<file path="config.mk">
export PLATFORM = sky130hd
export DESIGN_NAME = message_tag_matcher_top
export DESIGN_NICKNAME = d
export VERILOG_FILES = /design/src/rtl/mtm_pkg.sv /design/src/rtl/mtm_cell.sv /design/src/rtl/message_tag_matcher_top.sv
export SDC_FILE = /design/constraint.sdc
export NUM_CORES = 2
export LEC_CHECK = 0
export BUFFER_PORTS_ARGS = -buffer_cell sky130_fd_sc_hd__buf_2
export CAP_MARGIN = 20
export CORE_MARGIN = 3
export CORE_UTILIZATION = 60
export DETAILED_ROUTE_END_ITERATION = 12
export GPL_TIMING_DRIVEN = 0
export PLACE_DENSITY = 0.77
export SETUP_SLACK_MARGIN = 0.05
export SYNTH_ARGS = -nofsm -noshare
export SYNTH_HDL_FRONTEND = slang
export SYNTH_HIERARCHICAL = 1
export SYNTH_SLANG_ARGS = --single-unit
export TNS_END_PERCENT = 50
</file>
<file path="constraint.sdc">
create_clock -name clk -period 9.23 [get_ports clk]
set_input_delay 1.846 -clock clk [delete_from_list [all_inputs] [get_ports clk]]
set_output_delay 1.846 -clock clk [all_outputs]
set_load 0.005 [all_outputs]
</file>
<file path="src/rtl/mtm_pkg.sv">
// types, constants and match function shared by the message tag matcher
`timescale 1ns / 1ps

package mtm_pkg;

    localparam int DEF_QUEUE_DEPTH = 16;

    localparam int SRC_W = 4;
    localparam int LEN_W = 24;
    localparam int TAG_W = 31;
    localparam int OFS_W = 32;

    localparam logic FUNC_POST   = 1'b0;
    localparam logic FUNC_HEADER = 1'b1;

    localparam logic [1:0] ST_MATCHED  = 2'd0;
    localparam logic [1:0] ST_QUEUED   = 2'd1;
    localparam logic [1:0] ST_PENDING  = 2'd2;
    localparam logic [1:0] ST_OVERFLOW = 2'd3;

    typedef struct packed {
        logic             func;
        logic [SRC_W-1:0] source;
        logic [LEN_W-1:0] length;
        logic [TAG_W-1:0] tag;
        logic             any_tag;
        logic [OFS_W-1:0] offset;
    } in_t;

    typedef struct packed {
        logic [1:0]       status;
        logic [SRC_W-1:0] match_source;
        logic [LEN_W-1:0] match_length;
        logic [TAG_W-1:0] match_tag;
        logic [OFS_W-1:0] match_offset;
    } out_t;

    typedef struct packed {
        logic [SRC_W-1:0] source;
        logic [LEN_W-1:0] length;
        logic [TAG_W-1:0] tag;
        logic [OFS_W-1:0] offset;
    } entry_t;

    // control broadcast from the top level to every cell
    typedef struct packed {
        logic   compare;
        logic   remove;
        logic   append;
        in_t    cmp_item;
        entry_t append_entry;
    } cell_ctl_t;

    typedef enum logic {
        S_IDLE,
        S_RESOLVE
    } state_t;

    function automatic logic fits(
        input logic [SRC_W-1:0] want_src,
        input logic [LEN_W-1:0] max_len,
        input logic [TAG_W-1:0] want_tag,
        input logic             any,
        input logic [SRC_W-1:0] src,
        input logic [LEN_W-1:0] len,
        input logic [TAG_W-1:0] tag
    );
        return (src == want_src) && (len <= max_len) && (any || (tag == want_tag));
    endfunction

endpackage

</file>
<file path="src/rtl/mtm_cell.sv">
// one queue slot: holds an entry, compares it, shifts toward the head on removal
`timescale 1ns / 1ps

module mtm_cell
    import mtm_pkg::*;
(
    input  logic      clk,
    input  logic      rst_n,
    input  cell_ctl_t ctl,
    input  logic      prev_valid,
    input  logic      found_in,
    input  entry_t    sel_in,
    input  logic      next_valid,
    input  entry_t    next_entry,
    output logic      valid,
    output entry_t    entry,
    output logic      found_out,
    output entry_t    sel_out
);

    logic   valid_reg;
    logic   valid_next;
    logic   hit_reg;
    logic   hit_next;
    entry_t entry_reg;
    entry_t entry_next;
    logic   take;

    // oldest hit wins: a cell takes only if no older cell hit
    assign take      = hit_reg && !found_in;
    assign found_out = found_in || hit_reg;
    assign sel_out   = take ? (sel_in | entry_reg) : sel_in;
    assign valid     = valid_reg;
    assign entry     = entry_reg;

    always_comb
    begin
        hit_next   = hit_reg;
        valid_next = valid_reg;
        entry_next = entry_reg;
        if (ctl.compare)
        begin
            hit_next = valid_reg && fits(ctl.cmp_item.source, ctl.cmp_item.length,
                                         ctl.cmp_item.tag, ctl.cmp_item.any_tag,
                                         entry_reg.source, entry_reg.length,
                                         entry_reg.tag);
        end
        if (ctl.remove && found_out)
        begin
            // the matched cell and all younger ones pull from the neighbor
            valid_next = next_valid;
            entry_next = next_entry;
        end
        else if (ctl.append && prev_valid && !valid_reg)
        begin
            valid_next = 1'b1;
            entry_next = ctl.append_entry;
        end
    end

    always_ff @(posedge clk or negedge rst_n)
    begin
        if (!rst_n)
        begin
            valid_reg <= 1'b0;
            hit_reg   <= 1'b0;
        end
        else
        begin
            valid_reg <= valid_next;
            hit_reg   <= hit_next;
        end
    end

    always_ff @(posedge clk)
    begin
        entry_reg <= entry_next;
    end

endmodule

</file>
<file path="src/rtl/message_tag_matcher_top.sv">
// message tag matcher: unexpected queue as a chain of cells plus one pending receive
//
//  channel | direction | handshake         | payload
//  --------+-----------+-------------------+-------------------------------
//  in      | in        | in_valid/in_stall | in_data  (post or header)
//  out     | out       | out_valid/out_stall| out_data (status, matched msg)
//
//  each transaction: the accept edge latches the item and the per-cell compare,
//  and the edge that ends the resolve step picks the oldest hit through the cell
//  chain and loads the result register; no new item is taken until the resolve step ends
//  a stalled result holds the block in the resolve step until it is taken
//  reset clears the cell valid bits, the pending receive and the result valid
`timescale 1ns / 1ps

module message_tag_matcher_top
    import mtm_pkg::*;
#(
    parameter int QUEUE_DEPTH = DEF_QUEUE_DEPTH
)
(
    input  logic clk,
    input  logic rst_n,
    input  logic in_valid,
    output logic in_stall,
    input  in_t  in_data,
    output logic out_valid,
    input  logic out_stall,
    output out_t out_data
);

    state_t    state_reg;
    state_t    state_next;
    logic      accept;
    logic      go;

    in_t       item_reg;
    logic      pend_hit_reg;
    logic      pend_valid_reg;
    logic      pend_valid_next;
    in_t       pend_reg;
    logic      out_valid_reg;
    logic      out_valid_next;
    out_t      out_reg;
    out_t      out_next;

    cell_ctl_t ctl;

    // neighbor links of the cell chain
    logic      valid_w [QUEUE_DEPTH];
    entry_t    entry_w [QUEUE_DEPTH];
    logic      found_w [QUEUE_DEPTH+1];
    entry_t    sel_w   [QUEUE_DEPTH+1];

    logic      found_any;
    logic      full;
    logic      is_post;

    assign accept    = in_valid && !in_stall;
    assign found_any = found_w[QUEUE_DEPTH];
    assign full      = valid_w[QUEUE_DEPTH-1];
    assign is_post   = (item_reg.func == FUNC_POST);
    assign found_w[0] = 1'b0;
    assign sel_w[0]   = '0;

    // fsm next state
    always_comb
    begin
        state_next = state_reg;
        case (state_reg)
            S_IDLE:
            begin
                if (accept)
                begin
                    state_next = S_RESOLVE;
                end
            end
            S_RESOLVE:
            begin
                if (go)
                begin
                    state_next = S_IDLE;
                end
            end
            default:
            begin
                state_next = S_IDLE;
            end
        endcase
    end

    // fsm outputs
    always_comb
    begin
        in_stall = 1'b1;
        go       = 1'b0;
        case (state_reg)
            S_IDLE:
            begin
                in_stall = 1'b0;
            end
            S_RESOLVE:
            begin
                // result register must be free or emptying this cycle
                go = !(out_valid_reg && out_stall);
            end
            default:
            begin
                in_stall = 1'b1;
            end
        endcase
    end

    // broadcast control to the cells
    always_comb
    begin
        ctl.compare      = accept;
        ctl.remove       = go && is_post && found_any;
        ctl.append       = go && !is_post && !pend_hit_reg && !full;
        ctl.cmp_item     = in_data;
        ctl.append_entry = '{source: item_reg.source, length: item_reg.length,
                             tag: item_reg.tag, offset: item_reg.offset};
    end

    genvar gi;
    generate
        for (gi = 0; gi < QUEUE_DEPTH; gi++)
        begin : g_cell
            logic   prev_v;
            logic   nxt_v;
            entry_t nxt_e;

            if (gi == 0)
            begin : g_head
                assign prev_v = 1'b1;
            end
            else
            begin : g_body
                assign prev_v = valid_w[gi-1];
            end

            if (gi == QUEUE_DEPTH - 1)
            begin : g_tail
                assign nxt_v = 1'b0;
                assign nxt_e = '0;
            end
            else
            begin : g_link
                assign nxt_v = valid_w[gi+1];
                assign nxt_e = entry_w[gi+1];
            end

            mtm_cell u_cell (
                .clk        (clk),
                .rst_n      (rst_n),
                .ctl        (ctl),
                .prev_valid (prev_v),
                .found_in   (found_w[gi]),
                .sel_in     (sel_w[gi]),
                .next_valid (nxt_v),
                .next_entry (nxt_e),
                .valid      (valid_w[gi]),
                .entry      (entry_w[gi]),
                .found_out  (found_w[gi+1]),
                .sel_out    (sel_w[gi+1])
            );
        end
    endgenerate

    // resolve step: pick the result and update the pending receive
    always_comb
    begin
        pend_valid_next = pend_valid_reg;
        out_next        = out_reg;
        out_valid_next  = out_valid_reg && out_stall;
        if (go)
        begin
            out_valid_next = 1'b1;
            out_next       = '0;
            if (is_post)
            begin
                if (found_any)
                begin
                    // a matched post leaves nothing pending
                    pend_valid_next       = 1'b0;
                    out_next.status       = ST_MATCHED;
                    out_next.match_source = sel_w[QUEUE_DEPTH].source;
                    out_next.match_length = sel_w[QUEUE_DEPTH].length;
                    out_next.match_tag    = sel_w[QUEUE_DEPTH].tag;
                    out_next.match_offset = sel_w[QUEUE_DEPTH].offset;
                end
                else
                begin
                    pend_valid_next = 1'b1;
                    out_next.status = ST_PENDING;
                end
            end
            else if (pend_hit_reg)
            begin
                pend_valid_next       = 1'b0;
                out_next.status       = ST_MATCHED;
                out_next.match_source = item_reg.source;
                out_next.match_length = item_reg.length;
                out_next.match_tag    = item_reg.tag;
                out_next.match_offset = item_reg.offset;
            end
            else if (full)
            begin
                // header dropped, queue and pending receive untouched
                out_next.status = ST_OVERFLOW;
            end
            else
            begin
                out_next.status = ST_QUEUED;
            end
        end
    end

    always_ff @(posedge clk or negedge rst_n)
    begin
        if (!rst_n)
        begin
            state_reg      <= S_IDLE;
            pend_valid_reg <= 1'b0;
            pend_reg       <= '0;
            out_valid_reg  <= 1'b0;
        end
        else
        begin
            state_reg      <= state_next;
            pend_valid_reg <= pend_valid_next;
            out_valid_reg  <= out_valid_next;
            if (go && is_post && !found_any)
            begin
                pend_reg <= item_reg;
            end
        end
    end

    // item and pending compare are latched at the accept edge
    always_ff @(posedge clk)
    begin
        out_reg <= out_next;
        if (accept)
        begin
            item_reg     <= in_data;
            pend_hit_reg <= pend_valid_reg
                            && fits(pend_reg.source, pend_reg.length, pend_reg.tag,
                                    pend_reg.any_tag, in_data.source, in_data.length,
                                    in_data.tag);
        end
    end

    assign out_valid = out_valid_reg;
    assign out_data  = out_reg;

endmodule

</file>
==> results.md <==
* Post-route minimum period at 9.25 ns
* Slew @ Worst Pin at 1.20 ns
* Most common cell in the netlist: edfxtp_1
* Routed Antenna Nets at 0
* Slew headroom at 20.1%
* Unrepaired setup endpoints after global routing: no
* Max reg flops at 1456
* DR vias/cell at 6.23
* Ys flop type: edfxtp_1
* Final hold vios at 0
* Maxcap violations at 0
* Hpwl dp at 225000 um
* First-pass GRT wire length at 423000 um
* Seq cells post-synth at 1738
* Sw frac at 25.9%
* Die width at 415 um
* Max-slew violations at 0
* Hold_ws at 0.480 ns
* Drt pass-1 iters at 8
* Yosys warns at 6
* Cts hold-fix bufs at 0
* Leakage at 0.0482 uW
* Fin cells at 10.5k
* WP data required at 9.83 ns
* DIE HEIGHT at 415 um
* Share of Yosys cell area claimed by the top area cell type at 49.1%
* Status: complete, but fails checks
* Synth area leader: edfxtp_1
* Final Skew at 0.0354 ns
* Ratio of cells with drive above 1 in the final layout at 10.3%
* Final period util at 100%
* Max Fanout on Critical Path at 31
* Netlist cell types at 54
* Grt ovf at 0
* Initial antenna violation count at 12
* Crit. End Element: register
* Vias in the first global route at 68.0k
* Finished Core Util at 68.2%
* Die ar. at 173000 sq um
* Max Fclk at 0.108 GHz
* Core ar. at 166000 sq um
* Pwr/cell area at 176 nW/um^2
* Final nets at 8696
* Dominant cells by area after synthesis: edfxtp_1 (49%), mux2_1 (16%), a21o_1 (11%), ha_1 (5.1%), xor2_1 (3.4%)
* Sw power at 5140 uW
* Setup Viol. Count Final at 11
* Synth async-reset ratio at 5.47%
* Pin count of the biggest net entering global routing at 84
* Clock group share of total power at 37.4%
* PortBufs at 191
* Sequential Power Share at 49.5%
* Crit path kind: reg2reg
* Combinational power share at 13.2%
* Mapped Area at 101000 sq um
* Post-Place Cells at 10.2k
* Total Wirelength at 286000 um
* Synthesized instance count at 7537
* First DRT Iteration DRCs at 6256
* CTS Root Cell: clkbuf_16
* Startpoint Class: register
* TritonCTS clock tree: yes
* Clock latency on the worst-skew pair at 0.85 ns
* Io pins at 192
* Worst EP arrival at 9.85 ns
* Drt wl/cell at 27.1 um
* DRC violation count after routing at 0
* Area growth from synthesis to layout at 12.4%
* Post-route setup slack at -0.0186 ns
* Setup bufs post-CTS at 0
* CTS Buf Count at 187
* Routability cong. at 0.982
* Syn avg cell area at 13.3 sq um
* Failing checks: setup timing
* VDD IR max at 180 uV
* Synth top cells by count: edfxtp_1 (1643), a21o_1 (1460), mux2_1 (1456), inv_1 (409), ha_1 (408)
* Sequential area share after synthesis at 51.4%
* EDFF count, synth at 1643
* CTS max path bufs at 3
* Cell internal pwr at 14700 uW
* Worst min-delay path class: reg2reg
* DR vias at 65.6k
* # rows at 149
* Gr usage total at 32.7%
* Initial Util at 60.7%
* Clock transition at the registers of the reported paths at 0.06 ns
* H-tree depth at 4
* CTS Sinks at 1738
-- power groups by stage --
| stage | Clock, uW | Combinational, uW | Sequential, uW |
|---|---|---|---|
| after detailed placement | 0 | 2560 | 9970 |
| after CTS | 7530 | 2590 | 9810 |
| after global routing | 7840 | 2820 | 9890 |
| after global placement | 0 | 2360 | 10000 |
| after floorplan | 0 | 1670 | 9820 |
| final | 7420 | 2610 | 9830 |
-- final cells by class --
class,instances,area (sq um)
Antenna cell,3,7.51
Buffer,347,1840
Clock buffer,263,5150
Clock inverter,82,843
Fill cell,11745,52700
Inverter,409,1540
Multi-Input combinational cell,5227,46400
Sequential cell,1738,51700
Tap cell,2189,2740
Timing Repair Buffer,281,2760
-- final timing paths --
check	end	from	depth (start not counted)	slack, ns
max	g_cell[7].u_cell/entry[26]$_DFFE_PP_	g_cell[0].u_cell/hit_reg$_DFFE_PN0P_	26	-0.02
min	pend_reg[32]$_DFFE_PN0P_	item_reg[32]$_DFFE_PP_	1	0.48
max reg2reg	g_cell[7].u_cell/entry[26]$_DFFE_PP_	g_cell[0].u_cell/hit_reg$_DFFE_PN0P_	26	-0.02
min reg2reg	pend_reg[32]$_DFFE_PN0P_	item_reg[32]$_DFFE_PP_	1	0.48
max in group asynchronous	pend_reg[47]$_DFFE_PN0P_	rst_n	2	7.60
min in group asynchronous	state_reg$_DFF_PN0_	rst_n	1	0.85
-- critical path: stages (launching register included) --
cell      delay (ns)
dfrtp_1         0.39
or2_2           0.46
or2_4           0.37
or2_2           0.45
or2_4           0.35
or2_1           0.44
or2_4           0.38
or2_1           0.38
or2_1           0.43
or2_1           0.39
or2_1           0.35
or2_1           0.36
or2_1           0.36
or2_1           0.28
or2_1           0.25
or2_1           0.25
or2_1           0.35
nor2b_2         0.28
clkbuf_4        0.32
clkbuf_1        0.31
and3_4          0.33
nand2_1         0.21
buf_4           0.35
o21ai_4         0.26
buf_12          0.24
buf_12          0.18
buf_16          0.17
-- metal layers --
| metal | vias up | wire length (um) | global-route usage, % | part of all wire (%) |
|---|---|---|---|---|
| met1 | 32556 | 113000 | 40.7 | 40 |
| met3 | 577 | 19400 | 5.75 | 6.8 |
| met5 | - | 224 | 0 | 0.078 |
| met2 | 2571 | 139000 | 55.5 | 49 |
| met4 | 4 | 14400 | 15.1 | 5.0 |
| li1 | 29906 | - | - | - |
-- timing repair --
| action | CTS | global route |
|---|---|---|
| hold endpoints to repair | 0 | 0 |
| setup endpoints to repair | 2766 | 2458 |
| cloned | 0 | 0 |
| gates resized for setup | 25 | 5 |
-- logic make-up (layout without fill, tap and decap cells) --
logic type | Yosys count | count (layout) | share of synthesized area [%]
AO/OA/AOI/OAI | 1907 | 1907 | 14.0
XOR/XNOR | 595 | 595 | 5.18
adder cells (fa/ha/maj) | 408 | 408 | 5.08
buffers and inverters | 756 | 1382 | 3.31
flip-flops | 1738 | 1738 | 51.4
multiplexers | 1516 | 1516 | 17.0
other | 2 | 189 | 0.00747
AND/OR/NAND/NOR | 615 | 615 | 4.04
-- metrics by stage --
| step | instance area (sq um) | setup WS [ns] | TNS, ns | total power, uW |
|---|---|---|---|---|
| floorplan | 101000 | 1.13 | 0 | 11500 |
| global placement | 105000 | -5.32 | -7664.70 | 12400 |
| detailed placement | 107000 | -0.917 | -940.95 | 12500 |
| CTS | 113000 | 0.0623 | 0 | 19900 |
| global route | 113000 | 0.0824 | 0 | 20600 |
| finish | 113000 | -0.0186 | -0.121 | 19900 |
-- cell usage in the layout (no fill, tap or decap), types with 16 or more instances in the layout --
cell type / n
nand2b_1: 31
a221oi_1: 16
a22o_1: 91
clkbuf_16: 189
nor3_1: 17
mux2_1: 1456
nor2b_1: 50
conb_1: 186
dfrtp_1: 95
nor2_1: 18
a211o_1: 30
mux2_2: 60
clkinv_2: 26
edfxtp_1: 1643
buf_16: 30
buf_4: 126
buf_12: 37
nand4_1: 134
nor4_1: 102
o22a_1: 16
nand3_1: 96
o21ai_0: 36
a21oi_1: 141
ha_1: 408
a21boi_0: 30
xor2_1: 391
o21ai_4: 16
xnor2_1: 204
clkinv_1: 29
o211ai_1: 18
clkbuf_1: 237
buf_2: 240
nand2_1: 72
inv_1: 408
a21o_1: 1460
(Power assumes the default switching activity.)
